### config.mk
export PLATFORM = sky130hd
export DESIGN_NAME = dtmf_tone_generator_flat
export DESIGN_NICKNAME = d
export VERILOG_FILES = /design/src/design/dtg_pkg.sv /design/src/design/dtg_cmd_if.sv /design/src/design/dtg_smp_if.sv /design/src/design/dtg_ram.sv /design/src/design/dtmf_tone_generator.sv /design/src/flat_wrapper.sv
export SDC_FILE = /design/constraint.sdc
export NUM_CORES = 2
export LEC_CHECK = 0
export BUFFER_PORTS_ARGS = -buffer_cell sky130_fd_sc_hd__buf_4
export CAP_MARGIN = 30
export CORE_ASPECT_RATIO = 2
export CORE_UTILIZATION = 63
export DETAILED_ROUTE_END_ITERATION = 8
export GPL_TIMING_DRIVEN = 0
export MAX_ROUTING_LAYER = met4
export PLACE_DENSITY_LB_ADDON = 0.05
export SLEW_MARGIN = 20
export SYNTH_ARGS = -nofsm -noshare
export SYNTH_HDL_FRONTEND = slang
export SYNTH_SLANG_ARGS = --single-unit
### constraint.sdc
create_clock -name clk -period 20.9 [get_ports clk]
set_clock_uncertainty 0.05 [all_clocks]
set_input_delay 3.135 -clock clk [delete_from_list [all_inputs] [get_ports clk]]
set_output_delay 3.135 -clock clk [all_outputs]
set_load 0.02 [all_outputs]
### src/design/dtg_pkg.sv
// Shared constants, types and elaboration-time tables of the DTMF tone generator.
// Depends on nothing; dtmf_tone_generator imports it.
`default_nettype none

package dtg_pkg;

    // Synthesis constants
    localparam int SAMPLE_RATE = 8000;
    localparam int TABLE_BITS  = 10;
    localparam int PHASE_BITS  = 32;
    localparam int QUARTER     = 1 << (TABLE_BITS - 2);

    // Field widths
    localparam int KEY_W    = 8;
    localparam int COUNT_W  = 32;
    localparam int GAIN_W   = 16;
    localparam int SINE_W   = 16;
    localparam int SAMPLE_W = 17;
    localparam int SUM_W    = 32;
    localparam int PROD_W   = SUM_W + GAIN_W + 1;

    localparam logic [GAIN_W-1:0] GAIN_RESET = 16'd16384;

    // Opcodes of a command beat
    localparam logic OP_TICK  = 1'b0;
    localparam logic OP_START = 1'b1;

    // Peak levels in Q16: row at -11 dBm, column at -9 dBm
    localparam logic signed [SINE_W-1:0] LOW_PEAK_Q16  = 16'sd18468;
    localparam logic signed [SINE_W-1:0] HIGH_PEAK_Q16 = 16'sd23252;

    // Rounding and output limits
    localparam int ROUND_SHIFT = 31;
    localparam logic signed [PROD_W-1:0] ROUND_HALF = PROD_W'(64'd1073741824);
    localparam logic signed [PROD_W-ROUND_SHIFT-1:0] SAT_MAX = 18'sd65535;
    localparam logic signed [PROD_W-ROUND_SHIFT-1:0] SAT_MIN = -18'sd65536;

    // Taylor series constants for the quarter-wave table
    localparam logic [63:0] HALF_PI_Q30 = 64'd1686629713;
    localparam logic [63:0] ONE_Q30     = 64'd1073741824;
    localparam logic [63:0] TAYLOR_DIV [5] = '{64'd110, 64'd72, 64'd42, 64'd20, 64'd6};

    // Single-entry state store
    localparam int STATE_DEPTH = 1;
    localparam int STATE_AW    = 1;
    localparam logic [STATE_AW-1:0] STATE_ADDR = '0;

    typedef struct packed {
        logic                  active;
        logic [COUNT_W-1:0]    position;
        logic [COUNT_W-1:0]    tone_end;
        logic [COUNT_W:0]      pause_end;
        logic [PHASE_BITS-1:0] low_phase;
        logic [PHASE_BITS-1:0] high_phase;
        logic [PHASE_BITS-1:0] low_inc;
        logic [PHASE_BITS-1:0] high_inc;
    } dtg_state_t;

    localparam int STATE_W = $bits(dtg_state_t);

    typedef struct packed {
        logic sample_valid;
        logic tone_done;
        logic start_status;
    } dtg_flags_t;

    typedef struct packed {
        logic       hit;
        logic [1:0] row;
        logic [1:0] col;
    } dtg_key_t;

    typedef logic [QUARTER-1:0][SINE_W-2:0] sine_table_t;
    typedef logic [3:0][PHASE_BITS-1:0]     inc_table_t;

    // Q15 sine of quarter-wave step q, truncating Horner steps in Q30
    function automatic logic [SINE_W-2:0] quarter_sine(input logic [63:0] q);
        logic [63:0] x;
        logic [63:0] x2;
        logic [63:0] t;
        logic [63:0] s;
        logic [63:0] r;
        x  = (q * HALF_PI_Q30) >> (TABLE_BITS - 2);
        x2 = (x * x) >> 30;
        t  = ONE_Q30;
        for (int k = 0; k < 5; k++)
        begin
            t = ONE_Q30 - (((x2 * t) >> 30) / TAYLOR_DIV[k]);
        end
        s = (x * t) >> 30;
        r = (s + 64'd16384) >> 15;
        if (r > 64'd32767)
        begin
            r = 64'd32767;
        end
        return r[SINE_W-2:0];
    endfunction

    function automatic sine_table_t build_sine_table();
        sine_table_t tbl;
        for (int i = 0; i < QUARTER; i++)
        begin
            tbl[i] = quarter_sine(64'(i));
        end
        return tbl;
    endfunction

    localparam sine_table_t SINE_TABLE = build_sine_table();
    localparam logic [SINE_W-2:0] SINE_PEAK = quarter_sine(64'(QUARTER));

    // Phase increment, rounded: f * 2^PHASE_BITS / SAMPLE_RATE
    function automatic logic [PHASE_BITS-1:0] make_increment(input logic [31:0] hz);
        logic [63:0] num;
        num = ({32'd0, hz} << PHASE_BITS) + 64'(SAMPLE_RATE / 2);
        return PHASE_BITS'(num / SAMPLE_RATE);
    endfunction

    localparam inc_table_t ROW_INC = {make_increment(32'd941), make_increment(32'd852),
                                      make_increment(32'd770), make_increment(32'd697)};
    localparam inc_table_t COL_INC = {make_increment(32'd1633), make_increment(32'd1477),
                                      make_increment(32'd1336), make_increment(32'd1209)};

    // Map an ASCII key to its row and column
    function automatic dtg_key_t key_lookup(input logic [KEY_W-1:0] key);
        dtg_key_t k;
        unique case (key)
            "1":      k = '{1'b1, 2'd0, 2'd0};
            "2":      k = '{1'b1, 2'd0, 2'd1};
            "3":      k = '{1'b1, 2'd0, 2'd2};
            "A", "a": k = '{1'b1, 2'd0, 2'd3};
            "4":      k = '{1'b1, 2'd1, 2'd0};
            "5":      k = '{1'b1, 2'd1, 2'd1};
            "6":      k = '{1'b1, 2'd1, 2'd2};
            "B", "b": k = '{1'b1, 2'd1, 2'd3};
            "7":      k = '{1'b1, 2'd2, 2'd0};
            "8":      k = '{1'b1, 2'd2, 2'd1};
            "9":      k = '{1'b1, 2'd2, 2'd2};
            "C", "c": k = '{1'b1, 2'd2, 2'd3};
            "*":      k = '{1'b1, 2'd3, 2'd0};
            "0":      k = '{1'b1, 2'd3, 2'd1};
            "#":      k = '{1'b1, 2'd3, 2'd2};
            "D", "d": k = '{1'b1, 2'd3, 2'd3};
            default:  k = '{1'b0, 2'd0, 2'd0};
        endcase
        return k;
    endfunction

endpackage

`default_nettype wire

### src/design/dtg_cmd_if.sv
// Command channel of the DTMF tone generator: valid, ready and one command beat.
// Depends on nothing.
`default_nettype none

interface dtg_cmd_if;
    logic        valid;
    logic        ready;
    logic        op;
    logic [7:0]  key_code;
    logic [31:0] on_samples;
    logic [31:0] off_samples;

    modport source (output valid, output op, output key_code, output on_samples,
                    output off_samples, input ready);
    modport sink   (input valid, input op, input key_code, input on_samples,
                    input off_samples, output ready);
endinterface

`default_nettype wire

### src/design/dtg_smp_if.sv
// Sample channel of the DTMF tone generator: valid, ready and one result beat.
// Depends on nothing.
`default_nettype none

interface dtg_smp_if;
    logic               valid;
    logic               ready;
    logic signed [16:0] sample_out;
    logic               sample_valid;
    logic               tone_done;
    logic               start_status;

    modport source (output valid, output sample_out, output sample_valid,
                    output tone_done, output start_status, input ready);
    modport sink   (input valid, input sample_out, input sample_valid,
                    input tone_done, input start_status, output ready);
endinterface

`default_nettype wire

### src/design/dtg_ram.sv
// Generic single-port-write, single-port-read RAM with a registered read.
// Depends on nothing.
`default_nettype none

module dtg_ram #(
    parameter int WIDTH = 8,
    parameter int DEPTH = 16,
    localparam int AW = (DEPTH > 1) ? $clog2(DEPTH) : 1
) (
    input  wire logic             clk,
    input  wire logic             wr_en,
    input  wire logic [AW-1:0]    wr_addr,
    input  wire logic [WIDTH-1:0] wr_data,
    input  wire logic             rd_en,
    input  wire logic [AW-1:0]    rd_addr,
    output logic      [WIDTH-1:0] rd_data
);

    logic [WIDTH-1:0] mem_reg [DEPTH];
    logic [WIDTH-1:0] rd_data_reg;

    // Write the array, read the old contents on a collision
    always_ff @(posedge clk)
    begin
        if (wr_en)
        begin
            mem_reg[wr_addr] <= wr_data;
        end
        if (rd_en)
        begin
            rd_data_reg <= mem_reg[rd_addr];
        end
    end

    assign rd_data = rd_data_reg;

endmodule

`default_nettype wire

### src/design/dtmf_tone_generator.sv
// DTMF tone generator: two phase accumulators, a quarter-wave sine table, mixing and gain.
// A command beat passes through stage 1, the sine, sum and gain stages and the output register.
// Throughput: one command beat per cycle unless the sample side stalls; the state word goes through
// a single-entry RAM (read on accept, written when stage 1 moves on), forwarding the last write.
// Reset: gain returns to 1.0, the pipeline empties, and the state reads as zero until first written.
// Depends on dtg_pkg, dtg_cmd_if, dtg_smp_if and dtg_ram.
`default_nettype none

module dtmf_tone_generator (
    input  wire logic                        clk,
    input  wire logic                        rst_n,
    dtg_cmd_if.sink                          tone_cmd,
    dtg_smp_if.source                        tone_sample,
    input  wire logic                        cfg_we,
    input  wire logic [dtg_pkg::GAIN_W-1:0]  cfg_wdata
);

    import dtg_pkg::*;

    // Signed Q15 sine from the top phase bits, by quarter-wave symmetry
    function automatic logic signed [SINE_W-1:0] sine_lookup(input logic [PHASE_BITS-1:0] ph);
        logic [TABLE_BITS-1:0] idx;
        logic [1:0]            quad;
        logic [TABLE_BITS-3:0] q;
        logic [TABLE_BITS-2:0] qq;
        logic [SINE_W-2:0]     mag;
        idx  = ph[PHASE_BITS-1 -: TABLE_BITS];
        quad = idx[TABLE_BITS-1 -: 2];
        q    = idx[TABLE_BITS-3:0];
        qq   = quad[0] ? ((TABLE_BITS-1)'(QUARTER) - {1'b0, q}) : {1'b0, q};
        mag  = qq[TABLE_BITS-2] ? SINE_PEAK : SINE_TABLE[qq[TABLE_BITS-3:0]];
        return quad[1] ? -$signed({1'b0, mag}) : $signed({1'b0, mag});
    endfunction

    logic [GAIN_W-1:0] gain_reg;

    // Stage 1: command beat and state read
    logic               s1_valid_reg;
    logic               s1_op_reg;
    logic [KEY_W-1:0]   s1_key_reg;
    logic [COUNT_W-1:0] s1_on_reg;
    logic [COUNT_W-1:0] s1_off_reg;
    logic               hazard_reg;
    logic               rd_ok_reg;
    logic               written_reg;
    dtg_state_t         fwd_reg;
    logic [STATE_W-1:0] state_rd;

    // Stage 2: sines
    logic                     s2_valid_reg;
    logic signed [SINE_W-1:0] s2_low_reg;
    logic signed [SINE_W-1:0] s2_high_reg;
    dtg_flags_t               s2_flags_reg;

    // Stage 3: weighted sum
    logic                    s3_valid_reg;
    logic signed [SUM_W-1:0] s3_sum_reg;
    dtg_flags_t              s3_flags_reg;

    // Stage 4: gain product
    logic                     s4_valid_reg;
    logic signed [PROD_W-1:0] s4_prod_reg;
    dtg_flags_t               s4_flags_reg;

    // Output register
    logic                       out_valid_reg;
    logic signed [SAMPLE_W-1:0] out_sample_reg;
    dtg_flags_t                 out_flags_reg;

    logic out_free;
    logic s4_free;
    logic s3_free;
    logic s2_free;
    logic s1_free;
    logic s1_fire;
    logic accept;

    dtg_state_t               cur_state;
    dtg_state_t               nxt_state;
    dtg_flags_t               s1_flags;
    logic signed [SINE_W-1:0] low_sine;
    logic signed [SINE_W-1:0] high_sine;
    dtg_key_t                 key_hit;
    logic [COUNT_W-1:0]       pos_inc;

    logic signed [SUM_W-1:0]                low_term;
    logic signed [SUM_W-1:0]                high_term;
    logic signed [PROD_W-1:0]               prod_next;
    logic signed [PROD_W-1:0]               rounded;
    logic signed [PROD_W-ROUND_SHIFT-1:0]   scaled;
    logic signed [SAMPLE_W-1:0]             sample_next;

    // Back-pressure chain: a stage loads when it is empty or moves on
    assign out_free = !out_valid_reg || tone_sample.ready;
    assign s4_free  = !s4_valid_reg || out_free;
    assign s3_free  = !s3_valid_reg || s4_free;
    assign s2_free  = !s2_valid_reg || s3_free;
    assign s1_free  = !s1_valid_reg || s2_free;
    assign s1_fire  = s1_valid_reg && s2_free;
    assign accept   = tone_cmd.valid && s1_free;

    assign tone_cmd.ready = s1_free;

    // Hold the gain register
    always_ff @(posedge clk or negedge rst_n)
    begin
        if (!rst_n)
        begin
            gain_reg <= GAIN_RESET;
        end
        else if (cfg_we)
        begin
            gain_reg <= cfg_wdata;
        end
    end

    // State store: read on accept, write back when stage 1 moves on
    dtg_ram #(
        .WIDTH (STATE_W),
        .DEPTH (STATE_DEPTH)
    ) u_state_ram (
        .clk     (clk),
        .wr_en   (s1_fire),
        .wr_addr (STATE_ADDR),
        .wr_data (nxt_state),
        .rd_en   (accept),
        .rd_addr (STATE_ADDR),
        .rd_data (state_rd)
    );

    // Track stage 1 occupancy and forwarding control
    always_ff @(posedge clk or negedge rst_n)
    begin
        if (!rst_n)
        begin
            s1_valid_reg <= 1'b0;
            hazard_reg   <= 1'b0;
            rd_ok_reg    <= 1'b0;
            written_reg  <= 1'b0;
        end
        else
        begin
            if (s1_free)
            begin
                s1_valid_reg <= accept;
            end
            if (accept)
            begin
                hazard_reg <= s1_fire;
                rd_ok_reg  <= written_reg;
            end
            if (s1_fire)
            begin
                written_reg <= 1'b1;
            end
        end
    end

    // Capture the command beat and the word written alongside its read
    always_ff @(posedge clk)
    begin
        if (accept)
        begin
            s1_op_reg  <= tone_cmd.op;
            s1_key_reg <= tone_cmd.key_code;
            s1_on_reg  <= tone_cmd.on_samples;
            s1_off_reg <= tone_cmd.off_samples;
            fwd_reg    <= nxt_state;
        end
    end

    // Pick the current state: forwarded write, stored word, or reset value
    always_comb
    begin
        if (hazard_reg)
        begin
            cur_state = fwd_reg;
        end
        else if (rd_ok_reg)
        begin
            cur_state = dtg_state_t'(state_rd);
        end
        else
        begin
            cur_state = '0;
        end
    end

    // Advance the oscillators, load a new tone, or stop on a bad key
    always_comb
    begin
        nxt_state = cur_state;
        s1_flags  = '0;
        low_sine  = '0;
        high_sine = '0;
        key_hit   = key_lookup(s1_key_reg);
        pos_inc   = cur_state.position + COUNT_W'(1);
        if (s1_op_reg == OP_START)
        begin
            if (!key_hit.hit)
            begin
                nxt_state.active      = 1'b0;
                s1_flags.start_status = 1'b1;
            end
            else
            begin
                nxt_state.active     = 1'b1;
                nxt_state.position   = '0;
                nxt_state.tone_end   = s1_on_reg;
                nxt_state.pause_end  = {1'b0, s1_on_reg} + {1'b0, s1_off_reg};
                nxt_state.low_inc    = ROW_INC[key_hit.row];
                nxt_state.high_inc   = COL_INC[key_hit.col];
                nxt_state.low_phase  = '0;
                nxt_state.high_phase = '0;
            end
        end
        else if (cur_state.active)
        begin
            low_sine              = sine_lookup(cur_state.low_phase);
            high_sine             = sine_lookup(cur_state.high_phase);
            s1_flags.sample_valid = 1'b1;
            nxt_state.low_phase   = cur_state.low_phase + cur_state.low_inc;
            nxt_state.high_phase  = cur_state.high_phase + cur_state.high_inc;
            nxt_state.position    = pos_inc;
            // Drop to silence at the end of the tone part
            if (pos_inc == cur_state.tone_end)
            begin
                nxt_state.low_phase  = '0;
                nxt_state.high_phase = '0;
                nxt_state.low_inc    = '0;
                nxt_state.high_inc   = '0;
            end
            // End the tone when the position reaches the pause end
            if ({1'b0, pos_inc} == cur_state.pause_end)
            begin
                nxt_state.active   = 1'b0;
                s1_flags.tone_done = 1'b1;
            end
        end
    end

    // Weight each sine by its peak level, apply gain, round and saturate
    assign low_term  = s2_low_reg * LOW_PEAK_Q16;
    assign high_term = s2_high_reg * HIGH_PEAK_Q16;
    assign prod_next = s3_sum_reg * $signed({1'b0, gain_reg});
    assign rounded   = s4_prod_reg + ROUND_HALF;
    assign scaled    = rounded[PROD_W-1:ROUND_SHIFT];

    always_comb
    begin
        if (scaled > SAT_MAX)
        begin
            sample_next = SAT_MAX[SAMPLE_W-1:0];
        end
        else if (scaled < SAT_MIN)
        begin
            sample_next = SAT_MIN[SAMPLE_W-1:0];
        end
        else
        begin
            sample_next = scaled[SAMPLE_W-1:0];
        end
    end

    // Advance the valid bits of the arithmetic stages
    always_ff @(posedge clk or negedge rst_n)
    begin
        if (!rst_n)
        begin
            s2_valid_reg  <= 1'b0;
            s3_valid_reg  <= 1'b0;
            s4_valid_reg  <= 1'b0;
            out_valid_reg <= 1'b0;
        end
        else
        begin
            if (s2_free)
            begin
                s2_valid_reg <= s1_fire;
            end
            if (s3_free)
            begin
                s3_valid_reg <= s2_valid_reg;
            end
            if (s4_free)
            begin
                s4_valid_reg <= s3_valid_reg;
            end
            if (out_free)
            begin
                out_valid_reg <= s4_valid_reg;
            end
        end
    end

    // Move the payload down the arithmetic stages
    always_ff @(posedge clk)
    begin
        if (s2_free)
        begin
            s2_low_reg   <= low_sine;
            s2_high_reg  <= high_sine;
            s2_flags_reg <= s1_flags;
        end
        if (s3_free)
        begin
            s3_sum_reg   <= low_term + high_term;
            s3_flags_reg <= s2_flags_reg;
        end
        if (s4_free)
        begin
            s4_prod_reg  <= prod_next;
            s4_flags_reg <= s3_flags_reg;
        end
        if (out_free)
        begin
            out_sample_reg <= sample_next;
            out_flags_reg  <= s4_flags_reg;
        end
    end

    // Drive the result beat
    assign tone_sample.valid        = out_valid_reg;
    assign tone_sample.sample_out   = out_sample_reg;
    assign tone_sample.sample_valid = out_flags_reg.sample_valid;
    assign tone_sample.tone_done    = out_flags_reg.tone_done;
    assign tone_sample.start_status = out_flags_reg.start_status;

endmodule

`default_nettype wire

### src/flat_wrapper.sv
// flat-port wrapper written by rule: the top's interface ports become plain ports
module dtmf_tone_generator_flat import dtg_pkg::*;
  (clk, rst_n, cfg_we, cfg_wdata, tone_cmd_valid, tone_cmd_op, tone_cmd_key_code, tone_cmd_on_samples, tone_cmd_off_samples, tone_cmd_ready, tone_sample_valid, tone_sample_sample_out, tone_sample_sample_valid, tone_sample_tone_done, tone_sample_start_status, tone_sample_ready);
  dtg_cmd_if tone_cmd_i ();
  dtg_smp_if tone_sample_i ();
  input  wire logic clk;
  input  wire logic rst_n;
  input  wire logic cfg_we;
  input  wire logic [dtg_pkg::GAIN_W-1:0] cfg_wdata;
  input wire logic [$bits(tone_cmd_i.valid)-1:0] tone_cmd_valid;
  input wire logic [$bits(tone_cmd_i.op)-1:0] tone_cmd_op;
  input wire logic [$bits(tone_cmd_i.key_code)-1:0] tone_cmd_key_code;
  input wire logic [$bits(tone_cmd_i.on_samples)-1:0] tone_cmd_on_samples;
  input wire logic [$bits(tone_cmd_i.off_samples)-1:0] tone_cmd_off_samples;
  output wire logic [$bits(tone_cmd_i.ready)-1:0] tone_cmd_ready;
  output wire logic [$bits(tone_sample_i.valid)-1:0] tone_sample_valid;
  output wire logic [$bits(tone_sample_i.sample_out)-1:0] tone_sample_sample_out;
  output wire logic [$bits(tone_sample_i.sample_valid)-1:0] tone_sample_sample_valid;
  output wire logic [$bits(tone_sample_i.tone_done)-1:0] tone_sample_tone_done;
  output wire logic [$bits(tone_sample_i.start_status)-1:0] tone_sample_start_status;
  input wire logic [$bits(tone_sample_i.ready)-1:0] tone_sample_ready;
  assign tone_cmd_i.valid = tone_cmd_valid;
  assign tone_cmd_i.op = tone_cmd_op;
  assign tone_cmd_i.key_code = tone_cmd_key_code;
  assign tone_cmd_i.on_samples = tone_cmd_on_samples;
  assign tone_cmd_i.off_samples = tone_cmd_off_samples;
  assign tone_cmd_ready = tone_cmd_i.ready;
  assign tone_sample_valid = tone_sample_i.valid;
  assign tone_sample_sample_out = tone_sample_i.sample_out;
  assign tone_sample_sample_valid = tone_sample_i.sample_valid;
  assign tone_sample_tone_done = tone_sample_i.tone_done;
  assign tone_sample_start_status = tone_sample_i.start_status;
  assign tone_sample_i.ready = tone_sample_ready;
  dtmf_tone_generator u_core (.clk(clk), .rst_n(rst_n), .tone_cmd(tone_cmd_i), .tone_sample(tone_sample_i), .cfg_we(cfg_we), .cfg_wdata(cfg_wdata));
endmodule
==> metrics.txt, run 1 <==
vias in the first global route 82.60k; initial cell density of the core 63.54%; All-Layer GR Usage 72.75%; largest net degree at the start of global routing 64; status stopped before the end; H-tree depth 3; Buffers on Ports 114; Clock Tree Buf Depth 3; mux cell area share after synthesis 1.041%; CTS Buf Count 78; XOR/XNOR Fraction of Synth Area 4.106%; sequential cell area fraction in the yosys report 34.95%; Root Buffer clkbuf_16; first-pass GRT wire length 631700 um; GPL Wtd Cong 1.187; die width 247.1 um; Post-synth ARST share 2.712%; IO Pins 116; HPWL after DPL 254900 um; Post-CTS Setup Bufs 0; largest family of logic cells by synthesized area adder cells; Error [ERROR GRT-0116] Global routing finished with congestion. Check the congestion regions in the DRC Viewer.; most frequently used flop master after synthesis edfxtp_1; total gr overflow 695; pre-CTS setup slack 10.86 ns; row count 179; post-synthesis compound-gate area fraction 16.54%; Distinct cells, synth 129; Yosys top cell by area edfxtp_1; die height 492.2 um; Post-DP Area 79340 um^2; Post-CTS Hold Buffers 0; Syn. warnings 0; Num Clock Sinks 885; Syn Nets 8695; Synth Register Bits 885; Mapped Area 75700 um^2; Synth top area share 34.15%; Post-synth EDFFs 861; Cells after Synth 7536; Last stage global routing; average cell area after synthesis 10.05 um^2; post_cts resized 0; Adder-Cell Fraction of Synth Area 23.50%; Simple-Gate Fraction of Synth Area 12.33%; dominant cells by area after synthesis edfxtp_1 (34%), fa_1 (16%), ha_1 (7.8%), inv_1 (4.9%), nand2_1 (3.4%)
[synth_stat cells, types with 38 or more instances]
cell,instances
inv_1,979
edfxtp_1,861
nand2_1,682
fa_1,595
ha_1,470
nor2_1,434
a21oi_1,406
o21ai_0,293
xnor2_1,223
clkbuf_1,217
and2_1,214
a22oi_1,158
nand3_1,149
buf_2,118
xor2_1,117
a31oi_1,110
nor3_1,104
o22ai_1,93
a21o_1,89
a211oi_1,63
o211ai_1,62
a22o_1,55
nand4_1,47
and3_1,46
mux2i_1,45
buf_1,38
[kinds of logic after synthesis]
| family | Yosys count |
|---|---|
| AND/OR/NAND/NOR | 1932 |
| buffers and inverters | 1409 |
| adder cells (fa/ha/maj) | 1065 |
| XOR/XNOR | 348 |
| AO/OA/AOI/OAI | 1824 |
| multiplexers | 73 |
| flip-flops | 885 |
[stage by stage]
| step | hold slack, ns | setup TNS (ns) | cells |
|---|---|---|---|
| global placement | 0.3503 | -393.76 | 9188 |
| floorplan | 0.3503 | 0 | 7536 |
| detailed placement | 0.3545 | 0 | 9238 |
| CTS | 0.3257 | 0 | 9380 |
[layer usage]
metal	GRT overflow	global-route usage (%)
met1	8	71.46
met2	397	92.48
met3	25	47.59
met4	265	73.13
met5	-	-
==> run 2: changes to the inputs <==
- CORE_ASPECT_RATIO: 2 -> unset
- CORE_UTILIZATION: 63 -> 40
- MAX_ROUTING_LAYER: met4 -> unset
- PLACE_DENSITY_LB_ADDON: 0.05 -> 0.15
==> run 2 against run 1 <==
The flow now finishes, with violations (DRC). Area after synthesis is the same. Synthesized cell count unchanged.
==> metrics.txt, run 2 <==
status complete, but fails checks; failing checks DRC; Total Wirelength 297400 um; Num Clock Sinks 885; row count 159; crit-path leading delay family buffers and inverters; measured slew at the worst slew-check pin 1.210 ns; placed cells 10.20k; Yosys top cell by area edfxtp_1; most frequent cell after synthesis inv_1; Syn Nets 8695; Final Hold Vio Count 0; most common cell after layout, fill and taps aside inv_1; post-route design area 84120 um^2; Non-Filler Instances 10.40k; initial antenna violation count 14; All-Layer GR Usage 30.71%; largest net degree at the start of global routing 57; layout cells sized above 1 8.588%; Syn. warnings 0; final setup vio count 0; Die Area 191000 um^2; nets 8973; fmax 0.09686 GHz; CTS clk-pin slew, worst paths 0.06 ns; Post-synth ARST share 2.712%; ANT nets after route 0; sequential cell area fraction in the yosys report 34.95%; initial cell density of the core 40.31%; DRC viols 24; H-tree depth 3; Tmin final 10.32 ns; die height 437.0 um; CTS tree done; Cells after Synth 7536; CP Max Fanout 10; Synth top area share 34.15%; Post-CTS Setup Bufs 0; vias per cell 5.888; commonest cells in the netlist inv_1 (979), edfxtp_1 (861), nand2_1 (682), fa_1 (595), ha_1 (470); max-cap check violation count 0; slowest stage delay, CP 0.72 ns; Root Buffer clkbuf_16; Crit path required time 21.30 ns; CTS Buf Count 100; Arrival @ worst endpoint 10.73 ns; Synth Register Bits 885; worst skew pair latency 0.80 ns; Distinct cells, synth 129; die width 437.0 um; Clock Tree Buf Depth 3; worst hold path class flip-flop to flip-flop; Post-synth EDFFs 861; most frequently used flop master after synthesis edfxtp_1; hold path depth 0; Mapped Area 75700 um^2; first-pass GRT wire length 430800 um; CP max-delay cell clkbuf_1; Finished Core Util 44.79%; DRT iter0 DRCs 5966; total gr overflow 0; Reg2Reg Depth 27; Worst Setup Slack, final 10.58 ns; pre-CTS setup slack 10.67 ns; total vias in the final route 61.21k; Critical Path End Type flip-flop; CORE AREA 187800 um^2; HPWL after DPL 230600 um; area growth from synthesis to layout 11.12%; GPL Wtd Cong 1.034; vias in the first global route 61.56k; Pins Over Slew Limit 0; relative slew slack 19.33%; most frequent cells in the layout inv_1 (978), edfxtp_1 (861), nand2_1 (681), fa_1 (595), ha_1 (470); Post-DP Area 80600 um^2; WP depth 27; fillers 18.08k; WS Path Type flip-flop to flip-flop; post_cts resized 0; Routed wire per std cell 28.61 um; unrepaired setup endpoints after global routing false; CP Buf/Inv Count 15; average cell area after synthesis 10.05 um^2; dominant cells by area after synthesis edfxtp_1 (34%), fa_1 (16%), ha_1 (7.8%), inv_1 (4.9%), nand2_1 (3.4%); drt pass-1 iters 9; IO Pins 116; Buffers on Ports 114; Tcrit/Tclk final 49.40%; Post-CTS Hold Buffers 0; Worst Setup Start Kind flip-flop
## run 2: cell counts after synthesis
No cell type changed its count.
## run 2: area by class of cell
| cell class | count | area, um^2 | share of cell area (%) |
|---|---|---|---|
| inverters | 993 | 3727 | 4.431 |
| clock inverters | 64 | 837.1 | 0.9951 |
| diodes | 5 | 12.51 | 0.01487 |
| clock buffers | 119 | 2584 | 3.072 |
| plain buffers | 416 | 1986 | 2.361 |
| repair buffers | 176 | 1724 | 2.050 |
| flip-flops and latches | 885 | 26460 | 31.45 |
| multi-input cells | 5242 | 43670 | 51.91 |
| well taps | 2495 | 3122 | 3.711 |
## run 2: kinds of logic after synthesis
group / share of synthesized area, %
buf+inv: 7.530
flops: 34.95
simple gates: 12.33
xor+xnor: 4.105
mux: 1.041
fa+ha+maj: 23.50
compound gates: 16.54
## run 2: through the flow
stage | hold WS, ns | TNS, ns
floorplan | 0.3503 | 0
global placement | 0.3503 | -1552.70
detailed placement | 0.3545 | 0
CTS | 0.3143 | 0
global route | 0.3190 | 0
finish | 0.3216 | 0
## run 2: worst paths after layout
check | slack [ns] | start | endpoint
worst min register to register | 0.32 | u_core.u_state_ram.mem_reg[0][144] | u_core.u_state_ram.rd_data[144]
worst max register to register | 10.58 | u_core.hazard_reg | u_core.fwd_reg[126]
worst max-delay path | 10.58 | u_core.hazard_reg | u_core.fwd_reg[126]
max in group asynchronous | 18.17 | rst_n | u_core.gain_reg[14]
worst min-delay path | 0.32 | u_core.u_state_ram.mem_reg[0][144] | u_core.u_state_ram.rd_data[144]
min in group asynchronous | 2.26 | rst_n | u_core.s2_valid_reg
## run 2: routing by layer
metal / track usage [%] / share of wire [%]
met3: 5.226 / 6.9
met4: 12.56 / 4.5
met5: 0 / 0.0094
met1: 41.01 / 43
met2: 49.28 / 46
## run 2: worst reg2reg max path, cell delays in order, from the launching register on
cell and delay [ns]:
dfrtp_1 0.61, buf_6 0.23, buf_8 0.18, buf_6 0.19, buf_6 0.19, buf_6 0.19, buf_4 0.26, buf_2 0.35
buf_2 0.44, buf_2 0.38, buf_2 0.34, buf_1 0.65, clkbuf_1 0.63, buf_1 0.69, a22o_1 0.33, ha_1 0.22
inv_1 0.08, a221oi_1 0.56, nor2b_1 0.25, o21ai_0 0.31, xor2_1 0.25, nor3_1 0.25, nand4_1 0.25, nor3_1 0.30
nand4_1 0.45, nand2_1 0.38, clkbuf_1 0.72, o22ai_1 0.29
Power of run 2 is left out: the tool's default activity adds up to more than one toggle a clock period on the data nets, which glitch-free logic cannot reach.
